<file path="src/hw/rtl/sbps_pkg.sv">
// ----------------------------------------------------------------------------
// sbps_pkg
// Types and constants shared by the six-button pad scanner.
// ----------------------------------------------------------------------------
package sbps_pkg;

    // raw pad line levels for one tick, low means pressed
    typedef struct packed {
        logic line_up;
        logic line_down;
        logic line_left;
        logic line_right;
        logic line_tl;
        logic line_tr;
    } pad_lines_t;

    // one result per tick
    typedef struct packed {
        logic        select_level;
        logic [11:0] buttons;
        logic        six_button;
        logic        scan_done;
    } scan_result_t;

    // configuration register indexes
    localparam logic [1:0] REG_SETTLE_TICKS = 2'd0;
    localparam logic [1:0] REG_PAUSE_TICKS  = 2'd1;
    localparam logic [1:0] REG_SWAP_ROWS    = 2'd2;

    localparam int CFG_DATA_W = 16;

    // reset values of the configuration registers
    localparam logic [9:0]  SETTLE_RESET = 10'd10;
    localparam logic [15:0] PAUSE_RESET  = 16'd2000;

    // bit positions in the buttons word
    localparam logic [3:0] BIT_UP    = 4'd0;
    localparam logic [3:0] BIT_DOWN  = 4'd1;
    localparam logic [3:0] BIT_LEFT  = 4'd2;
    localparam logic [3:0] BIT_RIGHT = 4'd3;
    localparam logic [3:0] BIT_B1    = 4'd4;
    localparam logic [3:0] BIT_B2    = 4'd5;
    localparam logic [3:0] BIT_B3    = 4'd6;
    localparam logic [3:0] BIT_B4    = 4'd7;
    localparam logic [3:0] BIT_B5    = 4'd8;
    localparam logic [3:0] BIT_B6    = 4'd9;
    localparam logic [3:0] BIT_START = 4'd10;
    localparam logic [3:0] BIT_COIN  = 4'd11;

endpackage

</file>
<file path="src/hw/rtl/six_button_pad_scanner_unit.sv">
// ----------------------------------------------------------------------------
// six_button_pad_scanner_unit
// Free-running scan of a multiplexed six-button game pad, one tick per request.
// ----------------------------------------------------------------------------
//
//   channel   | direction | payload         | meaning
//   ----------+-----------+-----------------+-----------------------------------
//   s_        | in        | pad_lines_t     | one tick with the sampled pad lines
//   m_        | out       | scan_result_t   | select level, buttons, status
//   cfg_      | in        | index + data    | settle, pause and swap registers
//
// every input request yields exactly one result request
// the whole tick update (phase, wait counter, button word) is one pass of
// logic from the state registers into the result register, so a new request
// is taken in every cycle while the result register is free or being drained
// a stalled result holds s_ready low only when the result register is full
// and m_ready is low; reset is synchronous, active low on aresetn
// ----------------------------------------------------------------------------
module six_button_pad_scanner_unit (
    input  logic                        aclk,
    input  logic                        aresetn,
    // pad tick requests
    input  logic                        s_valid,
    output logic                        s_ready,
    input  sbps_pkg::pad_lines_t        s_data,
    // scan results
    output logic                        m_valid,
    input  logic                        m_ready,
    output sbps_pkg::scan_result_t      m_data,
    // configuration write port
    input  logic                        cfg_wr_en,
    input  logic [1:0]                  cfg_index,
    input  logic [sbps_pkg::CFG_DATA_W-1:0] cfg_wdata
);
    import sbps_pkg::*;

    // scan phases
    localparam logic [2:0] PH_HIGH0  = 3'd0;  // directions, B C
    localparam logic [2:0] PH_LOW1   = 3'd1;  // A, start
    localparam logic [2:0] PH_HIGH2  = 3'd2;  // no sample
    localparam logic [2:0] PH_DETECT = 3'd3;  // six-button detection
    localparam logic [2:0] PH_EXTRA  = 3'd4;  // X Y Z and mode
    localparam logic [2:0] PH_LOW5   = 3'd5;
    localparam logic [2:0] PH_END6   = 3'd6;  // six-button scan ends
    localparam logic [2:0] PH_PAUSE  = 3'd7;  // idle with select low

    // configuration
    logic [9:0]  settle_reg;
    logic [15:0] pause_reg;
    logic        swap_reg;

    // scan state
    logic [2:0]  phase_reg, phase_next;
    logic [15:0] wait_reg, wait_next;
    logic [11:0] buttons_reg, buttons_next;
    logic        six_reg, six_next;
    logic        done;
    logic        sel;

    // result register
    logic         m_valid_reg;
    scan_result_t m_data_reg;

    // pressed levels for this tick
    logic up, down, left, right, tl, tr;
    logic [15:0] len;
    logic        phase_end;
    logic        accept;

    assign accept  = s_valid && s_ready;
    assign s_ready = !m_valid_reg || m_ready;
    assign m_valid = m_valid_reg;
    assign m_data  = m_data_reg;

    assign up    = ~s_data.line_up;
    assign down  = ~s_data.line_down;
    assign left  = ~s_data.line_left;
    assign right = ~s_data.line_right;
    assign tl    = ~s_data.line_tl;
    assign tr    = ~s_data.line_tr;

    // even phases drive select high
    assign sel = ~phase_reg[0];

    // phase length, a settle of zero acts as one
    always_comb begin
        if (phase_reg == PH_PAUSE) begin
            len = pause_reg;
        end else if (settle_reg == 10'd0) begin
            len = 16'd1;
        end else begin
            len = {6'd0, settle_reg};
        end
    end

    // the phase ends once the tick count reaches the current length
    assign phase_end = ({1'b0, wait_reg} + 17'd1) >= {1'b0, len};

    always_comb begin
        phase_next   = phase_reg;
        wait_next    = wait_reg;
        buttons_next = buttons_reg;
        six_next     = six_reg;
        done         = 1'b0;
        if (phase_reg == PH_PAUSE && len == 16'd0) begin
            // pause cleared while pausing: restart the scan at once
            phase_next = PH_HIGH0;
            wait_next  = 16'd0;
        end else if (phase_end) begin
            wait_next = 16'd0;
            case (phase_reg)
                PH_HIGH0: begin
                    buttons_next[BIT_UP]    = up;
                    buttons_next[BIT_DOWN]  = down;
                    buttons_next[BIT_LEFT]  = left;
                    buttons_next[BIT_RIGHT] = right;
                    buttons_next[swap_reg ? BIT_B5 : BIT_B2] = tl;
                    buttons_next[swap_reg ? BIT_B6 : BIT_B3] = tr;
                    phase_next = PH_LOW1;
                end
                PH_LOW1: begin
                    buttons_next[swap_reg ? BIT_B4 : BIT_B1] = tl;
                    buttons_next[BIT_START] = tr;
                    phase_next = PH_HIGH2;
                end
                PH_HIGH2: begin
                    phase_next = PH_DETECT;
                end
                PH_DETECT: begin
                    // all four directions low marks a six-button pad
                    if (up && down && left && right) begin
                        six_next   = 1'b1;
                        phase_next = PH_EXTRA;
                    end else begin
                        six_next   = 1'b0;
                        phase_next = PH_HIGH0;
                        done       = 1'b1;
                    end
                end
                PH_EXTRA: begin
                    buttons_next[swap_reg ? BIT_B3 : BIT_B6] = up;
                    buttons_next[swap_reg ? BIT_B2 : BIT_B5] = down;
                    buttons_next[swap_reg ? BIT_B1 : BIT_B4] = left;
                    buttons_next[BIT_COIN] = right;
                    phase_next = PH_LOW5;
                end
                PH_LOW5: begin
                    phase_next = PH_END6;
                end
                PH_END6: begin
                    done       = 1'b1;
                    phase_next = (pause_reg == 16'd0) ? PH_HIGH0 : PH_PAUSE;
                end
                default: begin
                    phase_next = PH_HIGH0;
                end
            endcase
        end else begin
            wait_next = wait_reg + 16'd1;
        end
    end

    // configuration registers
    always_ff @(posedge aclk) begin
        if (!aresetn) begin
            settle_reg <= SETTLE_RESET;
            pause_reg  <= PAUSE_RESET;
            swap_reg   <= 1'b0;
        end else if (cfg_wr_en) begin
            case (cfg_index)
                REG_SETTLE_TICKS: settle_reg <= cfg_wdata[9:0];
                REG_PAUSE_TICKS:  pause_reg  <= cfg_wdata;
                REG_SWAP_ROWS:    swap_reg   <= cfg_wdata[0];
                default: ;
            endcase
        end
    end

    // scan state advances once per accepted tick
    always_ff @(posedge aclk) begin
        if (!aresetn) begin
            phase_reg   <= PH_HIGH0;
            wait_reg    <= 16'd0;
            buttons_reg <= 12'd0;
            six_reg     <= 1'b0;
        end else if (accept) begin
            phase_reg   <= phase_next;
            wait_reg    <= wait_next;
            buttons_reg <= buttons_next;
            six_reg     <= six_next;
        end
    end

    // result register, valid flag under reset
    always_ff @(posedge aclk) begin
        if (!aresetn) begin
            m_valid_reg <= 1'b0;
        end else if (accept) begin
            m_valid_reg <= 1'b1;
        end else if (m_ready) begin
            m_valid_reg <= 1'b0;
        end
    end

    always_ff @(posedge aclk) begin
        if (accept) begin
            m_data_reg.select_level <= sel;
            m_data_reg.buttons      <= buttons_next;
            m_data_reg.six_button   <= six_next;
            m_data_reg.scan_done    <= done;
        end
    end

endmodule
</file>
<file path="config.mk">
export PLATFORM = sky130hd
export DESIGN_NAME = six_button_pad_scanner_unit
export DESIGN_NICKNAME = d
export VERILOG_FILES = /design/src/hw/rtl/sbps_pkg.sv /design/src/hw/rtl/six_button_pad_scanner_unit.sv
export SDC_FILE = /design/constraint.sdc
export NUM_CORES = 1
export LEC_CHECK = 0
export ABC_AREA = 1
export BUFFER_PORTS_ARGS = -buffer_cell sky130_fd_sc_hd__buf_2
export CAP_MARGIN = 20
export CORE_AREA = 2 2 98 100
export CTS_CLUSTER_DIAMETER = 150
export DETAILED_ROUTE_END_ITERATION = 6
export DIE_AREA = 0 0 100 102
export GPL_TIMING_DRIVEN = 0
export HOLD_SLACK_MARGIN = 0.08
export PLACE_DENSITY = 0.68
export REMOVE_ABC_BUFFERS = 1
export SLEW_MARGIN = 20
export SYNTH_ARGS = -nofsm -noshare
export SYNTH_HDL_FRONTEND = slang
export SYNTH_SLANG_ARGS = --single-unit
</file>
<file path="constraint.sdc">
create_clock -name aclk -period 3.25 [get_ports aclk]
set_input_delay 0.1625 -clock aclk [delete_from_list [all_inputs] [get_ports aclk]]
set_output_delay 0.1625 -clock aclk [all_outputs]
set_load 0.05 [all_outputs]
</file>
==> impl_metrics.yaml, run 1 <==
setup_path:
  r2r-end: "phase_reg[2]"
  arrival_ns: 3.33
  reg2reg_slack_ns: 0.13
  worstSetupStartpointType: "flip-flop"
  crit_family: "simple AND/OR/NAND/NOR gates"
  end_kind: "flip-flop"
  cp_max_fo: 6
  criticalPathCategory: "flip-flop to flip-flop"
  critical_path_depth: 20
  rr_startpoint: "wait_reg[0]"
  crit_slowest_cell: "dfxtp_2"
  path_cells: "ha_2 -> nand2_1 -> nor2_2 -> buf_4 -> inv_1 -> nor2_1 -> or2_2 -> o21a_1 -> ha_4 -> a21oi_1 -> o21ai_0 -> nor2_1 -> nor2_2 -> nor2_4 -> buf_6 -> nand4_4 -> nand2_2 -> nand2_1 -> nand2_1 -> nor2_1"
  cp_num_buf_inv: 3
  slowest_delay_ns: 0.36
  critPathCapture: "phase_reg[2]"
  crit_required_ns: 3.47
  reg2reg_depth: 20
  worstSetupStartpoint: "wait_reg[0]"
clock_network:
  clk_pin_slew_worst_paths_ns: 0.08
  cts_max_level: 3
  insertion_delay_ns: 0.35
  cts_sinks: 75
  cts_tree: "yes"
  cts_buffers: 9
  cts-root-buf: "clkbuf_8"
  clockBufferDepth: 2
placed_design:
  io_buffers: 45
  place_area_um2: 4680
  place_inst: 783
  pre_cts_slack_ns: -0.616
  finalWeightedCongestion: 0.856
  detailed_place_hpwl_mm: 7.51
outcome:
  status: "complete, no violations"
routing:
  wire_per_inst_um: 13.6
  vias: 4396
  dr_wl_met2_mm: 5.34
  ant_nets: 0
  met1_length_mm: 5.14
  avgViaCountPerCell: 5.34
  drc: 0
  top_layer: "met4"
  first_pass_iters: 5
  drt_iter0_drc: 227
  dr_wl_met3_um: 537
  routed_wl_mm: 11.2
power_and_ir_drop:
  p_sw_mw: 0.589
  pwr-share-clk_pct: 37.1
  vdd_drop_max_v: 0.000295
  p_seq_share_pct: 49.3
  total_power_mw: 2.05
  p_leak_nw: 2.35
  combPwrFrac_pct: 13.7
  p_per_area_nw_per_um2: 390
  p_sw_share_pct: 28.8
  p_int_mw: 1.46
sta:
  fmax_mhz: 321
  period_needed_ns: 3.12
  relSlewSlack_pct: 33.8
  worst_pin_slew_ns: 0.987
  fin_crit_sh_pct: 95.9
  fin_worst_skew_ns: 0.00997
  slew_viol_final: 0
  hold_viol_final: 0
  timing.final.ws_setup_ns: 0.132
  setup_viol: 0
  tns_ns: 0
  hold_slack_ns: 0.106
floorplan:
  die_h_um: 102
  start_util_pct: 48.8
  die-area_um2: 10200
  rows: 35
  core_um2: 9110
  fp.dieW_um: 100
  top_level_ports: 46
synth:
  synth_cell_types: 39
  yosysSeqAreaShare_pct: 37.2
  ys_seq_elements: 75
  postSynthAreaPerCell_um2: 6.81
  netlist_area_um2: 4440
  netlist_instances: 652
  yosys_warnings: 0
global_routing:
  grt_usage_pct: 22.0
  grt_pass1_wl_mm: 18.1
  grt_overflow: 0
  grt_start_max_net_pins: 38
  antenna_found_initial: 0
  grt_pass1_vias: 3930
flow_run:
  drv_cap: 0
cells_and_area:
  fin_util_pct: 57.7
  fillCellCount: 887
  final_cell_area_um2: 5260
  finalNonFillerCells: 823
  final_nets: 753
  diodes: 0
  mostFrequentLayoutCell: "nand2_1"
  drive_above_1_share_pct: 16.9
  mostFrequentLayoutCells: "nand2_1, inv_1, nor2_1"
  area_growth_pct: 18.3
min_path:
  hold_path_class: "input port to flip-flop"
-- logic make-up (layout without fill, tap and decap cells) --
group                      count (synthesis)  after routing  synth area share (%)
AOI/OAI and AO/OA                        129            129                  15.7
xor gates and xnor gates                   7              7                  1.38
adders and majority gates                 17             17                  4.79
buffers and inverters                    122            181                  11.2
DFF                                       75             75                  37.2
and+or+nand+nor                          302            303                  29.8
-- Yosys cell counts (all sizes together) --
master  instances  area, µm²
buf             9       70.1
a211oi          2       15.0
or3             1       6.26
xnor2           1       8.76
nand4          28        190
dfxtp          60       1200
xor2            6       52.6
o21ai          61        309
inv            95        359
nand2         169        647
nor2           71        284
a31oi           1       6.26
a21oi          49        245
o211ai         10       75.1
or2             2       12.5
o21bai          3       22.5
nand3          17        100
a221oi          1       8.76
ha             17        213
nor4            8       50.1
nor3            5       25.0
o21a            1       7.51
clkinv          2       7.51
a31o            1       8.76
edfxtp         15        450
nand3b          1       7.51
clkbuf         16       60.1
-- per-layer routing --
metal	vias to the layer above	GRT usage, %
met5	-	0
met4	0	7.27
met3	14	3.35
met2	126	37.2
met1	2008	29.1
li1	2248	-
-- worst min-delay path by stage --
| stage | startpoint | end | slack, ns | cells past startpoint |
|---|---|---|---|---|
| finish | cfg_wdata[11] | pause_reg[11] | 0.11 | 3 |
| global placement | cfg_wdata[10] | pause_reg[10] | 0.38 | 3 |
| global route | cfg_wdata[11] | pause_reg[11] | 0.12 | 3 |
| CTS | cfg_wdata[13] | pause_reg[13] | 0.10 | 3 |
| floorplan | aresetn | pause_reg[10] | 0.25 | 1 |
| detailed placement | cfg_wdata[10] | pause_reg[10] | 0.38 | 3 |
-- layout make-up --
cell class                      count  area, µm²  share of cell area (%)
Timing Repair Buffer               67        423                    8.05
Clock buffer                       10        138                    2.62
Tap cell                          111        139                    2.64
Timing Repair inverter              1       8.76                   0.167
Inverter                           97        373                    7.09
Clock inverter                      6       70.1                    1.33
Sequential cell                    75       1660                    31.5
Multi-Input combinational cell    456       2450                    46.6
-- power by group through the flow --
stage / clock (mW) / combinational (mW) / sequential, mW
CTS: 0.772 / 0.270 / 1.01
floorplan: 0 / 0.135 / 1.07
global placement: 0 / 0.247 / 1.03
finish: 0.759 / 0.280 / 1.01
detailed placement: 0 / 0.254 / 1.03
global route: 0.812 / 0.310 / 1.01
-- what timing repair did --
action,CTS,global route
cloned,1,1
hold buffers,10,0
pin swaps,3,10
endpoints found under the setup margin,27,46
resized for setup,10,30
hold endpoints to repair,13,0
buffers inserted,5,7
-- tightest hold or removal path, stage by stage --
cell and delay [ns]:
buf_2 0.07, o21ai_0 0.08, a21oi_1 0.11
Power figures use the tool's default switching activity.
==> run 2, diff against run 1 <==
--- a/config.mk
+++ b/config.mk
@@ -12,7 +12,7 @@
 export CTS_CLUSTER_DIAMETER = 150
 export DETAILED_ROUTE_END_ITERATION = 6
 export DIE_AREA = 0 0 100 102
-export GPL_TIMING_DRIVEN = 0
+export GPL_TIMING_DRIVEN = 1
 export HOLD_SLACK_MARGIN = 0.08
 export PLACE_DENSITY = 0.68
 export REMOVE_ABC_BUFFERS = 1
==> run 2 against run 1 <==
Non-clock buffer count is 3 lower. Hold slack worse by 0.017 ns. Critical endpoint is now wait_reg[9]. Wire length shrank 3.3%. Highest routed layer unchanged.
==> impl_metrics.yaml, run 2 (synthesis results as in run 1) <==
setup_path:
  cp_max_fo: 16
  arrival_ns: 3.18
  end_kind: "flip-flop"
  reg2reg_slack_ns: 0.27
  crit_required_ns: 3.46
  cp_num_buf_inv: 3
  critical_path_depth: 15
  r2r-end: "wait_reg[9]"
  worstSetupStartpointType: "flip-flop"
  path_cells: "nand2_1 -> nor2_2 -> nand3_2 -> nor4_1 -> xor2_1 -> inv_1 -> ha_1 -> nand4_1 -> nor4_2 -> nand2_1 -> buf_4 -> nand4_4 -> inv_4 -> nand2_1 -> a21oi_1"
  reg2reg_depth: 15
  criticalPathCategory: "flip-flop to flip-flop"
  crit_slowest_cell: "dfxtp_2"
  slowest_delay_ns: 0.38
  rr_startpoint: "wait_reg[2]"
  crit_top_cell: "nand2_1"
  crit_family: "simple AND/OR/NAND/NOR gates"
min_path:
  hold-path-cell-count: 3
  hold_path.startpoint: "cfg_wdata[2]"
  min_to: "pause_reg[2]"
  hold_path_class: "input port to flip-flop"
clock_network:
  cts_max_level: 3
  clockBufferDepth: 2
  cts-root-buf: "clkbuf_8"
  insertion_delay_ns: 0.35
  cts_buffers: 9
  cts_sinks: 75
  clk_pin_slew_worst_paths_ns: 0.08
  cts_tree: "yes"
sta:
  timing.final.ws_setup_ns: 0.272
  hold_slack_ns: 0.0885
  fmax_mhz: 336
  worst_pin_slew_ns: 0.999
  fin_crit_sh_pct: 91.6
  hold_viol_final: 0
  rsz0062_at_grt: "no"
  period_needed_ns: 2.98
  fin_worst_skew_ns: 0.0115
  relSlewSlack_pct: 33.0
  slew_viol_final: 0
  setup_viol: 0
placed_design:
  detailed_place_hpwl_mm: 7.71
  finalWeightedCongestion: 0.901
  pre_cts_slack_ns: 0.0821
  io_buffers: 45
cells_and_area:
  multi_input_area_um2: 2390
  fin_util_pct: 56.4
  mostFrequentLayoutCell: "nand2_1"
  fillCellCount: 903
  drive_above_1_share_pct: 15.0
  mostFrequentLayoutCells: "nand2_1, inv_1, nor2_1"
  area_growth_pct: 15.7
  diodes: 0
  seq_area_um2: 1660
  final_nets: 748
floorplan:
  start_util_pct: 48.8
  die-area_um2: 10200
  top_level_ports: 46
  rows: 35
  die_h_um: 102
  fp.dieW_um: 100
  core_um2: 9110
routing:
  first_pass_iters: 5
  vias: 4257
  drt_iter0_drc: 216
  ant_nets: 0
  wire_per_inst_um: 13.2
  drc: 0
  routed_wl_mm: 10.8
  avgViaCountPerCell: 5.20
global_routing:
  grt_overflow: 0
  grt_usage_pct: 21.5
  grt_pass1_vias: 3897
  antenna_found_initial: 0
  grt_pass1_wl_mm: 17.8
  grt_start_max_net_pins: 38
flow_run:
  drv_cap: 0
power_and_ir_drop:
  total_power_mw: 2.01
  p_per_area_nw_per_um2: 390
  vdd_drop_max_v: 0.000232
  p_leak_nw: 2.30
outcome:
  status: "complete, no violations"
## run 2: cell count changes in the layout (fill, tap and decap cells not counted), moves of 2 or more
cell / previous run / this run
nand2_1: 159 / 166
nand2_2: 8 / 1
clkinv_1: 2 / 4
dfxtp_1: 56 / 54
dfxtp_2: 4 / 6
dlygate4sd3_1: 10 / 8
ha_1: 12 / 14
ha_4: 4 / 2
inv_6: 4 / 2
o21ai_0: 51 / 53
o21ai_1: 8 / 6
## run 2: worst max-delay path by stage
stage / start / end / slack [ns]
after floorplan: m_valid / buttons_reg[10] / -0.21
after global placement: wait_reg[2] / m_data[10] / 0.18
after detailed placement: wait_reg[0] / m_data[5] / 0.08
after CTS: wait_reg[0] / m_data[5] / 0.08
after global routing: wait_reg[0] / buttons_reg[11] / 0.004
final: wait_reg[2] / wait_reg[9] / 0.27
## run 2: metrics by stage
step / setup TNS, ns / instance area [µm²] / cells
6_report: 0 / 5140 / 818
4_1_cts: 0 / 5000 / 814
3_3_place_gp: 0 / 4730 / 790
2_1_floorplan: -2.26 / 4310 / 627
5_1_grt: 0 / 5140 / 818
3_5_place_dp: 0 / 4730 / 790
## run 2: cell type report
cell class              count  area share, %
multi-input cells         455           46.5
flip-flops and latches     75           32.3
repair buffers             64           7.69
inverters                  97           7.13
well taps                 111           2.70
clock buffers              10           2.48
clock inverters             6           1.27
## run 2: per-layer routing
layer / up-vias / track usage [%] / wire length (µm)
met1: 1889 / 29.0 / 5110
met2: 124 / 36.2 / 4970
met4: 0 / 4.95 / 124
met3: 16 / 3.90 / 590
li1: 2228 / - / -
met5: - / 0 / 0
## run 2: timing repair
item,in CTS,in global routing
buffers inserted,0,3
gates resized for setup,0,28
setup endpoints to repair,0,46
hold buffers,8,0
hold endpoints to repair,8,0
## run 2: power by group
| part | switching, mW | leakage (nW) | internal [mW] |
|---|---|---|---|
| Clock | 0.369 | 0.0987 | 0.358 |
| Sequential | 0.0231 | 0.640 | 0.987 |
| Combinational | 0.185 | 1.56 | 0.0852 |
| Total | 0.577 | 2.30 | 1.43 |
## run 2: worst register-to-register path, stage by stage, from the launching register on
cell     delay, ns
dfxtp_2       0.38
nand2_1       0.07
nor2_2        0.16
nand3_2       0.14
nor4_1        0.34
xor2_1        0.26
inv_1         0.07
ha_1          0.31
nand4_1       0.12
nor4_2        0.27
nand2_1       0.15
buf_4         0.18
nand4_4       0.12
inv_4         0.10
nand2_1       0.09
a21oi_1       0.06
==> run 3, diff against run 2 <==
--- a/config.mk
+++ b/config.mk
@@ -15,6 +15,7 @@
 export GPL_TIMING_DRIVEN = 1
 export HOLD_SLACK_MARGIN = 0.08
 export PLACE_DENSITY = 0.68
+export RECOVER_POWER = 25
 export REMOVE_ABC_BUFFERS = 1
 export SLEW_MARGIN = 20
 export SYNTH_ARGS = -nofsm -noshare
==> run 3 against run 2 <==
Combinational power about the same. Design area decreased by 0.37%. First-iteration DRC count decreased by 1.4%. Non-clock buffer count unchanged. Critical path type unchanged. Largest power group unchanged. Highest routed layer unchanged. Wire length increased by 0.44%. Hold slack got worse by 0.0054 ns. Critical path depth unchanged. Global-route usage unchanged. Utilization decreased by 0.21 points.
==> impl_metrics.yaml, run 3 (synthesis results as in run 1) <==
routing:
  wire_per_inst_um: 13.2
  routed_wl_mm: 10.8
  avgViaCountPerCell: 5.19
  drt_iter0_drc: 213
  ant_nets: 0
  first_pass_iters: 6
  drc: 0
  vias: 4248
power_and_ir_drop:
  combPwrFrac_pct: 13.3
  pwr-share-clk_pct: 36.4
  p_sw_mw: 0.582
  p_sw_share_pct: 29.0
  p_int_mw: 1.43
  p_leak_nw: 2.26
  vdd_drop_max_v: 0.000235
  p_seq_share_pct: 50.3
  p_per_area_nw_per_um2: 392
clock_network:
  cts-root-buf: "clkbuf_8"
  cts_max_level: 3
  insertion_delay_ns: 0.35
  cts_sinks: 75
  cts_tree: "yes"
  cts_buffers: 9
  clockBufferDepth: 2
  clk_pin_slew_worst_paths_ns: 0.08
cells_and_area:
  drive_above_1_share_pct: 12.9
  mostFrequentLayoutCell: "nand2_1"
  diodes: 0
  fin_util_pct: 56.2
  final_nets: 748
  fillCellCount: 912
  mostFrequentLayoutCells: "nand2_1, inv_1, nor2_1"
  area_growth_pct: 15.3
  finalNonFillerCells: 818
floorplan:
  die-area_um2: 10200
  core_um2: 9110
  start_util_pct: 48.8
  die_h_um: 102
  fp.dieW_um: 100
  top_level_ports: 46
  rows: 35
global_routing:
  grt_pass1_wl_mm: 17.8
  grt_overflow: 0
  grt_start_max_net_pins: 38
  antenna_found_initial: 0
  grt_pass1_vias: 3897
  grt_usage_pct: 21.5
setup_path:
  crit_slowest_cell: "dfxtp_2"
  crit_required_ns: 3.45
  end_kind: "flip-flop"
  cp_max_fo: 5
  slowest_delay_ns: 0.38
  path_cells: "nand2_1 -> nor2_2 -> nand3_2 -> nor4_1 -> xor2_1 -> inv_1 -> ha_1 -> nand4_1 -> nor4_2 -> nand2_1 -> buf_4 -> nand4_4 -> nand2_1 -> nand2_1 -> a21oi_1"
  arrival_ns: 3.19
  crit_top_cell: "nand2_1"
  worstSetupStartpointType: "flip-flop"
  criticalPathCategory: "flip-flop to flip-flop"
placed_design:
  io_buffers: 45
  finalWeightedCongestion: 0.901
  detailed_place_hpwl_mm: 7.71
  place_inst: 790
sta:
  hold_viol_final: 0
  fmax_mhz: 335
  slew_viol_final: 0
  rsz0062_at_grt: "no"
  period_needed_ns: 2.99
  worst_pin_slew_ns: 1.02
  fin_worst_skew_ns: 0.0115
  setup_viol: 0
  fin_crit_sh_pct: 91.9
  hold_slack_ns: 0.0831
  relSlewSlack_pct: 31.7
min_path:
  hold_path_class: "input port to flip-flop"
outcome:
  status: "complete, no violations"
flow_run:
  drv_cap: 0
==> run 3: area by class of cell <==
cell class	instances	area, µm²	share of cell area [%]
clock buffer	10	128	2.49
sequential	75	1660	32.4
timing repair buffer	64	377	7.35
inverter	97	367	7.16
multi-input combinational	455	2390	46.6
clock inverter	6	65.1	1.27
tap	111	139	2.71
==> run 3: layer usage <==
layer | global-route usage, % | part of all wire [%] | vias to the layer above
met5 | 0 | 0 | -
met4 | 4.95 | 1.0 | 0
met3 | 3.90 | 5.3 | 12
met2 | 36.2 | 46 | 111
met1 | 29.0 | 48 | 1894
li1 | - | - | 2231
==> run 3: worst paths after layout <==
path                  endpoint  cells past startpoint  slack (ns)         start
hold / removal    pause_reg[2]                      3        0.08  cfg_wdata[2]
setup reg to reg  phase_reg[0]                     15        0.26   wait_reg[2]
hold reg to reg   pause_reg[1]                      2        0.47  pause_reg[1]
setup / recovery  phase_reg[0]                     15        0.26   wait_reg[2]
==> run 3: per-stage QoR <==
stage | total power [mW] | setup WS [ns] | setup TNS (ns) | area, µm²
final | 2.01 | 0.264 | 0 | 5120
after global routing | 2.10 | 0.00450 | 0 | 5120
after CTS | 2.01 | 0.0782 | 0 | 5000
after detailed placement | 1.29 | 0.0821 | 0 | 4730
after global placement | 1.28 | 0.181 | 0 | 4730
after floorplan | 1.20 | -0.210 | -2.26 | 4310
==> run 3: power by group through the flow <==
| stage | combinational, mW | clock (mW) | sequential [mW] |
|---|---|---|---|
| 6_report | 0.268 | 0.731 | 1.01 |
| 2_1_floorplan | 0.135 | 0 | 1.07 |
| 5_1_grt | 0.300 | 0.781 | 1.01 |
| 3_3_place_gp | 0.254 | 0 | 1.03 |
| 3_5_place_dp | 0.259 | 0 | 1.03 |
| 4_1_cts | 0.267 | 0.734 | 1.01 |
==> run 3: worst max-delay path, delay by kind of cell, from the launching register on <==
kind,cells,cell delay (ns)
buffers and inverters,2,0.25
AO/OA/AOI/OAI,1,0.06
AND/OR/NAND/NOR,10,1.55
adder cells (fa/ha/maj),1,0.31
flip-flops,1,0.38
XOR/XNOR,1,0.26
==> run 3: timing repair <==
action | in CTS | in global routing
endpoints found under the setup margin | 0 | 46
endpoints found under the hold margin | 8 | 0
gates resized for setup | 0 | 28
setup buffers | 0 | 3
hold buffers | 8 | 0
